`src/sv/lcel_pkg.sv`:
```
// ----------------------------------------------------------------------------
// lcel_pkg
// Shared constants, types and helpers for the line change event logger.
// ----------------------------------------------------------------------------
package lcel_pkg;

   // Sizes of the line bank, the event ring and the command queue
   localparam int LINE_COUNT  = 16;
   localparam int RING_DEPTH  = 64;
   localparam int QUEUE_DEPTH = 2;

   localparam int RING_AW  = (RING_DEPTH > 1) ? $clog2(RING_DEPTH) : 1;
   localparam int RING_CW  = $clog2(RING_DEPTH + 1);
   localparam int LINE_AW  = (LINE_COUNT > 1) ? $clog2(LINE_COUNT) : 1;
   localparam int QUEUE_AW = (QUEUE_DEPTH > 1) ? $clog2(QUEUE_DEPTH) : 1;
   localparam int QUEUE_CW = $clog2(QUEUE_DEPTH + 1);

   // Field widths of the item and result beats
   localparam int OPC_W  = 2;
   localparam int BITS_W = 16;
   localparam int SEC_W  = 32;
   localparam int SEQ_W  = 16;
   localparam int LINE_W = 4;

   typedef enum logic [OPC_W-1:0] {
      OP_SAMPLE = 2'd0,
      OP_NEXT   = 2'd1,
      OP_STATUS = 2'd2
   } opcode_type;

   // Classified command handed from the front to the back
   typedef struct packed {
      opcode_type              opcode;
      logic [LINE_COUNT-1:0]   changes;
      logic [LINE_COUNT-1:0]   bits;
      logic [SEC_W-1:0]        seconds;
      logic [SEQ_W-1:0]        seq;
      logic [LINE_W-1:0]       line;
   } cmd_type;

   // One stored ring event
   typedef struct packed {
      logic [SEC_W-1:0]  seconds;
      logic [SEQ_W-1:0]  seq;
      logic [LINE_W-1:0] line;
      logic              value;
   } ring_entry_type;

   // One result beat
   typedef struct packed {
      logic [SEC_W-1:0]  seconds;
      logic [SEQ_W-1:0]  seq;
      logic [LINE_W-1:0] line;
      logic              value;
      logic              found;
      logic              last;
   } result_type;

   typedef enum logic [2:0] {
      ST_IDLE,
      ST_SAMPLE,
      ST_QUERY,
      ST_QDONE,
      ST_STATUS
   } back_state_type;

   // Advance a ring pointer with wrap
   function automatic logic [RING_AW-1:0] ring_next(input logic [RING_AW-1:0] ptr);
      if (ptr == RING_AW'(RING_DEPTH - 1)) begin
         return '0;
      end
      return ptr + RING_AW'(1);
   endfunction

endpackage

```
`src/sv/line_change_event_logger.sv`:
```
// ----------------------------------------------------------------------------
// line_change_event_logger
// Timestamped change logger for a bank of input lines with an event ring.
// ----------------------------------------------------------------------------
// Request channel (req_*): one beat per item; opcode 0 samples the lines,
// opcode 1 asks for the next event after (second, sequence), opcode 2 asks
// for a line's last event time and level. Opcode 3 and samples without a
// change are consumed and give no result beat.
// Result channel (rsp_*): one beat per event of a sample (up to one per line,
// low line first), exactly one beat per query; rsp_last marks the final beat.
// Config channel (csr_*): writes boot_time; csr_ready is always high.
// A sample gives its beats one per cycle while rsp_stall is low; a next-event
// query walks the ring through its single read port, one entry per cycle,
// over every ring entry in the worst case.
// Throughput is set by the back end working one command at a time; the
// two-entry command queue lets req accept while the back end is busy.
// Reset clears line history, ring valid bits and pointers at once, with no
// clearing pass. A stalled result holds in the output register while the
// back end waits; the queue then fills and req_stall rises.
// ----------------------------------------------------------------------------
module line_change_event_logger
   import lcel_pkg::*;
(
   input  logic                 clock,
   input  logic                 reset,
   input  logic                 req_valid,
   output logic                 req_stall,
   input  logic [OPC_W-1:0]     req_opcode,
   input  logic [BITS_W-1:0]    req_line_bits,
   input  logic [SEC_W-1:0]     req_time_seconds,
   input  logic [SEQ_W-1:0]     req_query_seq,
   input  logic [LINE_W-1:0]    req_line_index,
   input  logic                 csr_valid,
   output logic                 csr_ready,
   input  logic [SEC_W-1:0]     csr_wdata,
   output logic                 rsp_valid,
   input  logic                 rsp_stall,
   output logic [SEC_W-1:0]     rsp_event_seconds,
   output logic [SEQ_W-1:0]     rsp_event_seq,
   output logic [LINE_W-1:0]    rsp_event_line,
   output logic                 rsp_event_value,
   output logic                 rsp_found,
   output logic                 rsp_last
);

   logic    push_valid;
   cmd_type push_cmd;
   logic    queue_full;
   logic    pop;
   logic    head_valid;
   cmd_type head_cmd;

   lcel_front u_front (
      .clock            (clock),
      .reset            (reset),
      .req_valid        (req_valid),
      .req_stall        (req_stall),
      .req_opcode       (req_opcode),
      .req_line_bits    (req_line_bits),
      .req_time_seconds (req_time_seconds),
      .req_query_seq    (req_query_seq),
      .req_line_index   (req_line_index),
      .queue_full       (queue_full),
      .push_valid       (push_valid),
      .push_cmd         (push_cmd)
   );

   lcel_queue u_queue (
      .clock      (clock),
      .reset      (reset),
      .push_valid (push_valid),
      .push_cmd   (push_cmd),
      .queue_full (queue_full),
      .pop        (pop),
      .head_valid (head_valid),
      .head_cmd   (head_cmd)
   );

   lcel_back u_back (
      .clock             (clock),
      .reset             (reset),
      .head_valid        (head_valid),
      .head_cmd          (head_cmd),
      .pop               (pop),
      .csr_valid         (csr_valid),
      .csr_ready         (csr_ready),
      .csr_wdata         (csr_wdata),
      .rsp_valid         (rsp_valid),
      .rsp_stall         (rsp_stall),
      .rsp_event_seconds (rsp_event_seconds),
      .rsp_event_seq     (rsp_event_seq),
      .rsp_event_line    (rsp_event_line),
      .rsp_event_value   (rsp_event_value),
      .rsp_found         (rsp_found),
      .rsp_last          (rsp_last)
   );

endmodule

```
`src/sv/lcel_front.sv`:
```
// ----------------------------------------------------------------------------
// lcel_front
// Accepts request beats, tracks the previous line levels and classifies each
// item into a command for the back end; drops items that give no result.
// ----------------------------------------------------------------------------
module lcel_front
   import lcel_pkg::*;
(
   input  logic                 clock,
   input  logic                 reset,
   input  logic                 req_valid,
   output logic                 req_stall,
   input  logic [OPC_W-1:0]     req_opcode,
   input  logic [BITS_W-1:0]    req_line_bits,
   input  logic [SEC_W-1:0]     req_time_seconds,
   input  logic [SEQ_W-1:0]     req_query_seq,
   input  logic [LINE_W-1:0]    req_line_index,
   input  logic                 queue_full,
   output logic                 push_valid,
   output cmd_type              push_cmd
);

   logic [LINE_COUNT-1:0] prev_lines_ff;
   logic [LINE_COUNT-1:0] prev_lines_in;
   logic [LINE_COUNT-1:0] bits_masked;
   logic [LINE_COUNT-1:0] changes;
   logic                  accept;
   logic                  keep;

   // Stall while the queue has no room
   assign req_stall   = queue_full;
   assign accept      = req_valid && !req_stall;
   assign bits_masked = req_line_bits[LINE_COUNT-1:0];
   assign changes     = bits_masked ^ prev_lines_ff;

   // Classify: keep samples with a change and both query kinds
   always_comb begin
      keep          = 1'b0;
      prev_lines_in = prev_lines_ff;
      case (opcode_type'(req_opcode))
         OP_SAMPLE: begin
            keep = (changes != '0);
            if (accept) begin
               prev_lines_in = bits_masked;
            end
         end
         OP_NEXT:   keep = 1'b1;
         OP_STATUS: keep = 1'b1;
         default:   keep = 1'b0;
      endcase
   end

   always_comb begin
      push_valid       = accept && keep;
      push_cmd.opcode  = opcode_type'(req_opcode);
      push_cmd.changes = changes;
      push_cmd.bits    = bits_masked;
      push_cmd.seconds = req_time_seconds;
      push_cmd.seq     = req_query_seq;
      push_cmd.line    = req_line_index;
   end

   always_ff @(posedge clock) begin
      if (reset) begin
         prev_lines_ff <= '0;
      end else begin
         prev_lines_ff <= prev_lines_in;
      end
   end

endmodule

```
`src/sv/lcel_queue.sv`:
```
// ----------------------------------------------------------------------------
// lcel_queue
// Short command queue between the front and the back end.
// ----------------------------------------------------------------------------
module lcel_queue
   import lcel_pkg::*;
(
   input  logic    clock,
   input  logic    reset,
   input  logic    push_valid,
   input  cmd_type push_cmd,
   output logic    queue_full,
   input  logic    pop,
   output logic    head_valid,
   output cmd_type head_cmd
);

   cmd_type               entry_ff [QUEUE_DEPTH];
   logic [QUEUE_AW-1:0]   wr_ptr_ff;
   logic [QUEUE_AW-1:0]   rd_ptr_ff;
   logic [QUEUE_CW-1:0]   count_ff;
   logic [QUEUE_CW-1:0]   count_in;
   logic                  do_push;
   logic                  do_pop;

   assign queue_full = (count_ff == QUEUE_CW'(QUEUE_DEPTH));
   assign head_valid = (count_ff != '0);
   assign head_cmd   = entry_ff[rd_ptr_ff];
   assign do_push    = push_valid && !queue_full;
   assign do_pop     = pop && head_valid;

   always_comb begin
      count_in = count_ff;
      if (do_push && !do_pop) begin
         count_in = count_ff + QUEUE_CW'(1);
      end else if (do_pop && !do_push) begin
         count_in = count_ff - QUEUE_CW'(1);
      end
   end

   // Advance pointers and count
   always_ff @(posedge clock) begin
      if (reset) begin
         wr_ptr_ff <= '0;
         rd_ptr_ff <= '0;
         count_ff  <= '0;
      end else begin
         count_ff <= count_in;
         if (do_push) begin
            wr_ptr_ff <= (wr_ptr_ff == QUEUE_AW'(QUEUE_DEPTH - 1)) ? '0
                                                                   : wr_ptr_ff + QUEUE_AW'(1);
         end
         if (do_pop) begin
            rd_ptr_ff <= (rd_ptr_ff == QUEUE_AW'(QUEUE_DEPTH - 1)) ? '0
                                                                   : rd_ptr_ff + QUEUE_AW'(1);
         end
      end
   end

   // Store pushed commands
   always_ff @(posedge clock) begin
      if (do_push) begin
         entry_ff[wr_ptr_ff] <= push_cmd;
      end
   end

endmodule

```
`src/sv/lcel_back.sv`:
```
// ----------------------------------------------------------------------------
// lcel_back
// Executes commands: writes sample events to the ring and line stores, walks
// the ring for next-event queries, reads line status, and drives the result
// output register.
// ----------------------------------------------------------------------------
module lcel_back
   import lcel_pkg::*;
(
   input  logic                 clock,
   input  logic                 reset,
   input  logic                 head_valid,
   input  cmd_type              head_cmd,
   output logic                 pop,
   input  logic                 csr_valid,
   output logic                 csr_ready,
   input  logic [SEC_W-1:0]     csr_wdata,
   output logic                 rsp_valid,
   input  logic                 rsp_stall,
   output logic [SEC_W-1:0]     rsp_event_seconds,
   output logic [SEQ_W-1:0]     rsp_event_seq,
   output logic [LINE_W-1:0]    rsp_event_line,
   output logic                 rsp_event_value,
   output logic                 rsp_found,
   output logic                 rsp_last
);

   back_state_type        state_ff;
   back_state_type        state_in;
   cmd_type               cmd_ff;
   logic [LINE_COUNT-1:0] rem_ff;
   logic [LINE_COUNT-1:0] rem_in;
   logic [RING_AW-1:0]    wp_ff;
   logic [SEC_W-1:0]      newest_sec_ff;
   logic [SEQ_W-1:0]      newest_seq_ff;
   logic [SEC_W-1:0]      boot_time_ff;

   ring_entry_type        ring_mem [RING_DEPTH];
   logic                  ring_vld_ff [RING_DEPTH];
   ring_entry_type        ring_rd_ff;
   logic                  ring_vld_rd_ff;
   logic [RING_AW-1:0]    q_addr_ff;
   logic [RING_CW-1:0]    q_cnt_ff;
   logic                  rd_pend_ff;
   logic                  rd_final_ff;
   result_type            hold_ff;

   logic [SEC_W-1:0]      line_time_ff [LINE_COUNT];
   logic                  line_has_ff  [LINE_COUNT];
   logic                  line_val_ff  [LINE_COUNT];

   result_type            rsp_ff;
   logic                  rsp_valid_ff;
   logic                  rsp_valid_in;

   logic                  out_free;
   logic [LINE_AW-1:0]    pick;
   logic                  sample_last;
   logic [SEQ_W-1:0]      seq_new;
   logic                  pick_value;
   logic [RING_AW-1:0]    wr_addr;
   ring_entry_type        ring_wdata;
   logic                  issue;
   logic                  hit;
   logic                  query_done;
   logic                  line_ok;
   logic [LINE_AW-1:0]    status_idx;

   logic                  emit;
   result_type            emit_data;
   logic                  ring_we;
   logic                  hold_we;
   result_type            hold_data;

   assign csr_ready = 1'b1;
   assign out_free  = !rsp_valid_ff || !rsp_stall;

   // Pick the lowest changed line still pending
   always_comb begin
      pick = '0;
      for (int i = LINE_COUNT - 1; i >= 0; i--) begin
         if (rem_ff[i]) begin
            pick = LINE_AW'(i);
         end
      end
   end

   // Sample event fields
   assign sample_last = ((rem_ff & (rem_ff - LINE_COUNT'(1))) == '0);
   assign seq_new     = (newest_sec_ff == cmd_ff.seconds) ? newest_seq_ff + SEQ_W'(1) : '0;
   assign pick_value  = cmd_ff.bits[pick];
   assign wr_addr     = ring_next(wp_ff);

   always_comb begin
      ring_wdata.seconds = cmd_ff.seconds;
      ring_wdata.seq     = seq_new;
      ring_wdata.line    = LINE_W'(pick);
      ring_wdata.value   = pick_value;
   end

   // Query walk compare
   assign issue = (q_cnt_ff != RING_CW'(RING_DEPTH));
   assign hit   = ring_vld_rd_ff &&
                  ((ring_rd_ff.seconds > cmd_ff.seconds) ||
                   ((ring_rd_ff.seconds == cmd_ff.seconds) && (ring_rd_ff.seq > cmd_ff.seq)));
   assign query_done = rd_pend_ff && (hit || rd_final_ff);

   // Status lookup
   assign line_ok    = ({1'b0, cmd_ff.line} < (LINE_W + 1)'(LINE_COUNT));
   assign status_idx = cmd_ff.line[LINE_AW-1:0];

   // Next state
   always_comb begin
      state_in = state_ff;
      case (state_ff)
         ST_IDLE: begin
            if (head_valid) begin
               case (head_cmd.opcode)
                  OP_SAMPLE: state_in = ST_SAMPLE;
                  OP_NEXT:   state_in = ST_QUERY;
                  OP_STATUS: state_in = ST_STATUS;
                  default:   state_in = ST_IDLE;
               endcase
            end
         end
         ST_SAMPLE: begin
            if (out_free && sample_last) begin
               state_in = ST_IDLE;
            end
         end
         ST_QUERY: begin
            if (query_done) begin
               state_in = ST_QDONE;
            end
         end
         ST_QDONE, ST_STATUS: begin
            if (out_free) begin
               state_in = ST_IDLE;
            end
         end
         default: state_in = ST_IDLE;
      endcase
   end

   // Control strobes and result data
   always_comb begin
      pop       = 1'b0;
      emit      = 1'b0;
      emit_data = '0;
      ring_we   = 1'b0;
      hold_we   = 1'b0;
      hold_data = '0;
      case (state_ff)
         ST_IDLE: pop = head_valid;
         ST_SAMPLE: begin
            if (out_free) begin
               emit              = 1'b1;
               ring_we           = 1'b1;
               emit_data.seconds = cmd_ff.seconds;
               emit_data.seq     = seq_new;
               emit_data.line    = LINE_W'(pick);
               emit_data.value   = pick_value;
               emit_data.found   = 1'b1;
               emit_data.last    = sample_last;
            end
         end
         ST_QUERY: begin
            if (query_done) begin
               hold_we        = 1'b1;
               hold_data.last = 1'b1;
               if (hit) begin
                  hold_data.seconds = ring_rd_ff.seconds;
                  hold_data.seq     = ring_rd_ff.seq;
                  hold_data.line    = ring_rd_ff.line;
                  hold_data.value   = ring_rd_ff.value;
                  hold_data.found   = 1'b1;
               end
            end
         end
         ST_QDONE: begin
            if (out_free) begin
               emit      = 1'b1;
               emit_data = hold_ff;
            end
         end
         ST_STATUS: begin
            if (out_free) begin
               emit              = 1'b1;
               emit_data.seconds = boot_time_ff;
               emit_data.line    = cmd_ff.line;
               emit_data.found   = 1'b1;
               emit_data.last    = 1'b1;
               if (line_ok && line_has_ff[status_idx]) begin
                  emit_data.seconds = line_time_ff[status_idx];
                  emit_data.value   = line_val_ff[status_idx];
               end
            end
         end
         default: pop = 1'b0;
      endcase
   end

   always_comb begin
      rem_in = rem_ff;
      if (pop) begin
         rem_in = head_cmd.changes;
      end else if (ring_we) begin
         rem_in = rem_ff & (rem_ff - LINE_COUNT'(1));
      end
   end

   always_comb begin
      rsp_valid_in = rsp_valid_ff;
      if (emit) begin
         rsp_valid_in = 1'b1;
      end else if (!rsp_stall) begin
         rsp_valid_in = 1'b0;
      end
   end

   // Control state
   always_ff @(posedge clock) begin
      if (reset) begin
         state_ff      <= ST_IDLE;
         wp_ff         <= '0;
         newest_sec_ff <= '0;
         newest_seq_ff <= '0;
         rd_pend_ff    <= 1'b0;
         rsp_valid_ff  <= 1'b0;
         boot_time_ff  <= '0;
         for (int i = 0; i < RING_DEPTH; i++) begin
            ring_vld_ff[i] <= 1'b0;
         end
         for (int i = 0; i < LINE_COUNT; i++) begin
            line_has_ff[i] <= 1'b0;
            line_val_ff[i] <= 1'b0;
         end
      end else begin
         state_ff     <= state_in;
         rsp_valid_ff <= rsp_valid_in;
         rd_pend_ff   <= (state_ff == ST_QUERY) && issue;
         if (csr_valid && csr_ready) begin
            boot_time_ff <= csr_wdata;
         end
         if (ring_we) begin
            wp_ff                <= wr_addr;
            newest_sec_ff        <= cmd_ff.seconds;
            newest_seq_ff        <= seq_new;
            ring_vld_ff[wr_addr] <= 1'b1;
            line_has_ff[pick]    <= 1'b1;
            line_val_ff[pick]    <= pick_value;
         end
      end
   end

   // Payload registers
   always_ff @(posedge clock) begin
      rem_ff      <= rem_in;
      rd_final_ff <= (q_cnt_ff == RING_CW'(RING_DEPTH - 1));
      if (pop) begin
         cmd_ff    <= head_cmd;
         q_addr_ff <= ring_next(wp_ff);
         q_cnt_ff  <= '0;
      end else if ((state_ff == ST_QUERY) && issue) begin
         q_addr_ff <= ring_next(q_addr_ff);
         q_cnt_ff  <= q_cnt_ff + RING_CW'(1);
      end
      if (ring_we) begin
         line_time_ff[pick] <= cmd_ff.seconds;
      end
      if (hold_we) begin
         hold_ff <= hold_data;
      end
      if (emit) begin
         rsp_ff <= emit_data;
      end
   end

   // Event ring: one write port, one registered read port
   always_ff @(posedge clock) begin
      if (ring_we) begin
         ring_mem[wr_addr] <= ring_wdata;
      end
      ring_rd_ff     <= ring_mem[q_addr_ff];
      ring_vld_rd_ff <= ring_vld_ff[q_addr_ff];
   end

   assign rsp_valid         = rsp_valid_ff;
   assign rsp_event_seconds = rsp_ff.seconds;
   assign rsp_event_seq     = rsp_ff.seq;
   assign rsp_event_line    = rsp_ff.line;
   assign rsp_event_value   = rsp_ff.value;
   assign rsp_found         = rsp_ff.found;
   assign rsp_last          = rsp_ff.last;

endmodule

```
`config.mk`:
```
export PLATFORM = sky130hd
export DESIGN_NAME = line_change_event_logger
export DESIGN_NICKNAME = d
export VERILOG_FILES = /design/src/sv/lcel_pkg.sv /design/src/sv/line_change_event_logger.sv /design/src/sv/lcel_front.sv /design/src/sv/lcel_queue.sv /design/src/sv/lcel_back.sv
export SDC_FILE = /design/constraint.sdc
export NUM_CORES = 2
export LEC_CHECK = 0
export ABC_AREA = 1
export BUFFER_PORTS_ARGS = -buffer_cell sky130_fd_sc_hd__buf_2
export CORE_ASPECT_RATIO = 1.4
export CORE_MARGIN = 2
export CORE_UTILIZATION = 39
export CTS_CLUSTER_SIZE = 25
export DETAILED_ROUTE_END_ITERATION = 10
export PLACE_DENSITY = 0.53
export REMOVE_ABC_BUFFERS = 1
export SYNTH_ARGS = -nofsm -noshare
export SYNTH_HDL_FRONTEND = slang
export SYNTH_MEMORY_MAX_BITS = 65536
export SYNTH_SLANG_ARGS = --single-unit
```
`constraint.sdc`:
```
create_clock -name clock -period 14.9 [get_ports clock]
set_input_delay 2.98 -clock clock [delete_from_list [all_inputs] [get_ports clock]]
set_output_delay 2.98 -clock clock [all_outputs]
set_load 0.01 [all_outputs]
```
# [Word-level counts from Yosys, hierarchy flattened]
# Memory sizes are Yosys's and may differ from the RTL's. A register that Yosys moved wholly into a read port is not among the register bits.
# Cells that the tools add are included.
# Widths: inputs -> output; s select.
[classes] shifts=0 n_div=0 mul=0 bitwise_logic=2 n_mux=85 eq_ne=20 n_reduce_logical=38 add_sub_neg=9 n_lt_le_gt_ge=3
[ops] operator="$mux 55" n=2
[ops] operator="$pmux 32 s3" n=1
[ops] operator="$mux 4" n=21
[ops] operator="$eq 32x32->1" n=2
[ops] operator="$mux 32" n=2
[ops] operator="$mux 16" n=3
[ops] operator="$mux 6" n=8
[ops] operator="$mux 1" n=35
[ops] operator="$gt 32x32->1" n=1
[ops] operator="$pmux 16 s2" n=1
[ops] operator="$pmux 7 s3" n=1
[ops] operator="$add 16x1->16 const B" n=1
[ops] operator="$and 16x16->16" n=1
[ops] operator="$gt 16x16->1" n=1
[ops] operator="$logic_not 16->1" n=1
[ops] operator="$reduce_bool 16->1" n=1
[ops] operator="$sub 16x1->16 const B" n=1
[ops] operator="$xor 16x16->16" n=1
[ops] operator="$add 6x1->6 const B" n=2
[ops] operator="$eq 6x6->1 const B" n=2
[ops] operator="$mux 3" n=4
[ops] operator="$pmux 3 s4" n=1
[ops] operator="$logic_and 1x1->1" n=11
[ops] operator="$ne 2x1->1 const B" n=5
[ops] operator="28 further kinds" n=48
[totals] mem_bits_rw=4172 elab_cells=194 romBits=0 input_bits=107 latch_bits=0 output_inout_bits=58 register_bits=319 mem_count=6
[memory_table] name="u_back.ring_mem" words=64 word_bits=53 read_ports=1 rd_clocked_by_memory_dff=1 write_ports=1 line_no="lcel_back.sv:38" rtl="ring_entry_type ring_mem [RING_DEPTH];"
[memory_table] name="u_back.line_time_ff" words=16 word_bits=32 read_ports=1 rd_clocked_by_memory_dff=1 write_ports=1 line_no="lcel_back.sv:48" rtl="logic [SEC_W-1:0] line_time_ff [LINE_COUNT];"
[memory_table] name="u_queue.entry_ff" words=2 word_bits=86 read_ports=1 rd_clocked_by_memory_dff=1 write_ports=1 line_no="lcel_queue.sv:18" rtl="cmd_type entry_ff [QUEUE_DEPTH];"
[memory_table] name="u_back.ring_vld_ff" words=64 word_bits=1 read_ports=1 rd_clocked_by_memory_dff=1 write_ports=64 line_no="lcel_back.sv:39" rtl="logic ring_vld_ff [RING_DEPTH];"
[memory_table] name="u_back.line_has_ff" words=16 word_bits=1 read_ports=1 rd_clocked_by_memory_dff=1 write_ports=16 line_no="lcel_back.sv:49" rtl="logic line_has_ff [LINE_COUNT];"
[memory_table] name="u_back.line_val_ff" words=16 word_bits=1 read_ports=1 rd_clocked_by_memory_dff=1 write_ports=16 line_no="lcel_back.sv:50" rtl="logic line_val_ff [LINE_COUNT];"

# [Logic depth before layout (Yosys ltp)]
[logic_depth] ltp_word=20 depth_mapped=24 depth_no_buf=23

# [Hierarchy]
# A second synthesis with hierarchy kept.
[unflattened] cells_unflattened=13849 area_unflattened_um2=178862.8
[by_module_without_submodules] module="lcel_back" cells_per_inst=13315 instances=1 area_per_inst_um2=170716.2 seq_area_each_um2=128463.2
[by_module_without_submodules] module="lcel_queue" cells_per_inst=305 instances=1 area_per_inst_um2=6650.1 seq_area_each_um2=5265.0
[by_module_without_submodules] module="lcel_front" cells_per_inst=229 instances=1 area_per_inst_um2=1496.4 seq_area_each_um2=320.3

# [Worst setup path after synthesis]
# Ideal clock, no wire load.
[synth_path] kind="input -> register" from="in req_opcode[0]" to="mem u_queue.entry_ff[1][0] (netlist name) (enable)" setup_time_ns=0.533 setup_slack_ns=6.786 arrival_ns=7.582 stages=8 required_ns=14.367 path_cell_list="inv_1 -> ha_1 -> clkbuf_1 -> a21oi_1 -> or2_2 -> nor2_1 -> inv_1 -> nor2_1"
[synth_via] elab_chain_len=7
[synth_rtl] element="start, declared" line_no="line_change_event_logger.sv:28" rtl="input logic [OPC_W-1:0] req_opcode,"
[synth_rtl] element="$eq 2x1->1 or $eq 2x2->1 (tied branches)" line_no="lcel_front.sv:40" rtl="case (opcode_type'(req_opcode))"
[synth_rtl] element="$reduce_or 2->1 (no source line)"
[synth_rtl] element="$pmux 1 s2 *" line_no="lcel_front.sv:40"
[synth_rtl] element="$logic_and 1x1->1 *" line_no="lcel_front.sv:54" rtl="push_valid = accept && keep;"
[synth_rtl] element="$logic_and 1x1->1 *" line_no="lcel_queue.sv:29" rtl="assign do_push = push_valid && !queue_full;"
[synth_rtl] element="named net u_queue.do_push" line_no="lcel_queue.sv:23" rtl="logic do_push;"
[synth_rtl] element="$mux 1 *" line_no="lcel_queue.sv:62" rtl="if (do_push) begin"
[synth_rtl] element="$mux 1 (implied by the code) *" line_no="lcel_queue.sv:63" rtl="entry_ff[wr_ptr_ff] <= push_cmd;"
[synth_rtl] element="end, declared" line_no="lcel_queue.sv:18"
# Mark *: on every way through the listed nets, which the timed path passes. The rest lies on a longest branch.

# [Final worst setup path]
[layout_path] from="in rsp_stall" to="mem u_back.ring_mem[59][0] (netlist name) (enable)"
[layout_via] elab_chain_len=6
[layout_rtl] element="start, declared" line_no="line_change_event_logger.sv:37" rtl="input logic rsp_stall,"
[layout_rtl] element="$logic_not 1->1" line_no="lcel_back.sv:76" rtl="assign out_free = !rsp_valid_ff || !rsp_stall;"
[layout_rtl] element="$logic_or 1x1->1" line_no="lcel_back.sv:76"
[layout_rtl] element="$mux 1" line_no="lcel_back.sv:156" rtl="if (out_free) begin"
[layout_rtl] element="$mux 1" line_no="lcel_back.sv:153" rtl="case (state_ff)"
[layout_rtl] element="$mux 1" line_no="lcel_back.sv:281" rtl="if (ring_we) begin"
[layout_rtl] element="$mux 1 (implied by the code)" line_no="lcel_back.sv:282" rtl="ring_mem[wr_addr] <= ring_wdata;"
[layout_rtl] element="end, declared" line_no="lcel_back.sv:38"
# Every way passes these cells.

==> run metrics <==
FF-to-FF path depth 11; Critical Path Source Type primary input; min Tclk post-route 6.604 ns; drt initial violations 12.45k; critical path data arrival time 7.26 ns; Slew headroom 0.09985; drt pass-1 iters 6; Multi-input gate area 39,690 um2; RSZ-0062 raised after global routing false; Hold Path Class register to register; Hold Startpoint u_back.q_cnt_ff[6]$_SDFFE_PP0P_; Placeable Area 454,600 um2; gr ovfl total 0; Post-synth EDFFs 4,292; pin count of the biggest net entering global routing 177; TritonCTS clock tree yes; gpl congestion 0.8601; FMAX 151.4 MHz; VDD IR max 0.1988 mV; vias in the first global route 110.5k; port bufs 163; Total GRT Usage 0.2442; Gate Count Post-Synth 13.87k; Worst Path Max Fanout 33; wirelength, routed 581,700 um; leakage 62.72 nW; Antenna Nets Post-Route 0; Slew @ Worst Pin 1.336 ns; # DRC 0; Storage cell area 134,100 um2; post-synthesis sequential area ratio 0.7537; hold buffer count at cts 0; post-cts sizing count 0; status completed; initial antenna violation count 49; Seq cells post-synth 4,550; Final Skew 0.05334 ns; Main synth FF type edfxtp_1; Avg Vias per Cell 5.715; FILL cells 41.45k; Clock transition at path regs 0.06 ns; postcts setup bufs 0; Syn Area/Cell 12.83 um2; Final Hold Fails 0; hold path depth 1; WS Path Type primary input to register; Root Buffer clkbuf_16; FFs w/ async S/R, synth 0; total number of vias 115.8k; die span in y 803.1 um; worst r2r src u_back.q_addr_ff[0]$_DFFE_PP_; Routed wire per std cell 28.71 um; Initial Util 0.3913; Max-Cap Viols 0; Worst Setup SP rsp_stall; post-DP HPWL 343,500 um; post-synthesis instance area 177,900 um2; fin. max-slew vios 0; later-pin clock latency in the skew report 1.05 ns; Nets 14.00k; power density cells 208.7 nW/um2; total CTS buffers 434; Die W 574.8 um; critical path required time 15.55 ns; share of layout cells above drive strength 1 0.09058; Synthesis Warnings 0; Max H-tree Level 5; fin crit share 0.4432; post-route cell area 200,200 um2; area post-placement 185,900 um2; CTS sink count 4,550; Die ar. 461,600 um2; Cell variety after synth 61; crit path capture type register; final hold slack 0.4288 ns; I/O pin count 165; setup violators final 0; clk buf depth 4; final core utilization 0.4405; # rows 293; first-pass GRT wire length 817,300 um; area grow syn2layout 12.58%
==> Yosys cell counts (12+ instances only) <==
library cell / instances / area share
xor2_1: 40 / 0.0020
buf_1: 19 / 0.00040
o21ai_0: 2619 / 0.074
inv_1: 258 / 0.0054
nor3_1: 18 / 0.00051
o211ai_1: 37 / 0.0016
nand3_1: 87 / 0.0024
nand4_1: 26 / 0.00091
o32ai_1: 61 / 0.0030
buf_2: 146 / 0.0041
nand2_1: 562 / 0.012
nor2_4: 12 / 0.00076
clkbuf_1: 780 / 0.016
edfxtp_1: 4292 / 0.72
nor4_1: 14 / 0.00049
a21oi_1: 135 / 0.0038
nor2_1: 3050 / 0.064
dfxtp_1: 258 / 0.029
o21a_1: 28 / 0.0012
o22ai_1: 1213 / 0.043
ha_1: 56 / 0.0039
o221ai_1: 30 / 0.0015
==> sequential cells by signal (all words and copies together), names as in the netlist, 2 cells and up, named ones only <==
name                      count
u_back.boot_time_ff          32
u_back.cmd_ff                64
u_back.hold_ff               55
u_back.line_has_ff           16
u_back.line_time_ff         512
u_back.line_val_ff           16
u_back.newest_sec_ff         32
u_back.newest_seq_ff         16
u_back.q_addr_ff              6
u_back.q_cnt_ff               7
u_back.rem_ff                16
u_back.ring_mem            3392
u_back.ring_rd_ff            53
u_back.ring_vld_ff           64
u_back.rsp_event_line         4
u_back.rsp_event_seconds     32
u_back.rsp_event_seq         16
u_back.state_ff               3
u_back.status_idx             4
u_back.wp_ff                  6
u_front.prev_lines_ff        16
u_queue.count_ff              2
u_queue.entry_ff            172
==> cell families (layout without fill, tap and decap cells) <==
logic type	Yosys count	after routing	synth area share
AND/OR/NAND/NOR	3811	3811	0.08327
flip-flops	4550	4550	0.7537
buffers and inverters	1233	1575	0.02748
other	1	9	0.00002108
adder cells (fa/ha/maj)	56	56	0.003939
multiplexers	1	1	0.00005628
XOR/XNOR	48	48	0.002364
AO/OA/AOI/OAI	4166	4166	0.1292
==> per-stage QoR <==
| stage | setup WS (ns) | power [mW] | TNS [ns] | cells |
|---|---|---|---|---|
| 2_1_floorplan | -95.64 | 24.16 | -5229.23 | 12909 |
| 3_3_place_gp | 7.317 | 30.75 | 0 | 19445 |
| 3_5_place_dp | 7.221 | 30.79 | 0 | 19445 |
| 4_1_cts | 8.341 | 41.96 | 0 | 20255 |
| 5_1_grt | 8.222 | 43.39 | 0 | 20256 |
| 6_report | 8.296 | 41.79 | 0 | 20263 |
==> worst max-delay path: stages <==
cell and delay, ns:
buf_2 0.11, nand2_1 0.35, clkinv_1 0.45, nor2_4 0.37
clkinv_2 0.37, nor2_1 0.34, nand3_1 0.35, buf_4 0.35
nor2_4 0.76, buf_4 0.71
==> final timing paths <==
kind | slack, ns | to
max | 8.30 | u_back.ring_mem[59][0]$_DFFE_PP_
min | 0.43 | u_back.rd_final_ff$_DFF_P_
max reg2reg | 9.33 | u_back.ring_rd_ff[1]$_DFF_P_
min reg2reg | 0.43 | u_back.rd_final_ff$_DFF_P_
==> metal layers <==
layer	wire length, um	vias up	track usage
met4	33990	8	0.1266
met2	286900	4339	0.4177
met1	226600	59298	0.3051
met5	48	-	0
met3	34190	989	0.02844
li1	-	51170	-
==> where the power goes <==
group | internal, mW | switching [mW] | total [mW] | leakage [nW]
clock | 6.36 | 4.91 | 11.3 | 6.97
combinational | 3.24 | 10.9 | 14.2 | 16.3
sequential | 15.7 | 0.662 | 16.3 | 39.4
==> placed cells by master, fill, tap and decap left out, types with 26 or more instances in the layout <==
master and instances:
clkinv_2 78, clkbuf_8 26, edfxtp_1 4292, a21oi_1 133, nand4_1 26, dfxtp_1 253
buf_2 162, o211ai_1 37, o32ai_1 61, o22ai_1 1213, buf_4 305, nand2_1 560
xor2_1 40, clkinv_1 77, nor2_4 103, ha_1 56, bufinv_16 44, inv_1 250
o221ai_1 30, nand3_1 87, o21a_1 28, clkbuf_1 113, o21ai_0 2619, nor2_1 2959
clkbuf_16 443
==> area by class of cell <==
class	count	share of cell area
Sequential cell	4550	0.6695
Tap cell	6047	0.03778
Inverter	276	0.005436
Timing Repair Buffer	489	0.01764
Antenna cell	8	0.00009998
Clock buffer	582	0.05927
Clock inverter	228	0.01205
Multi-Input combinational cell	8083	0.1982
No activity file was read; power rests on OpenSTA's default activity.
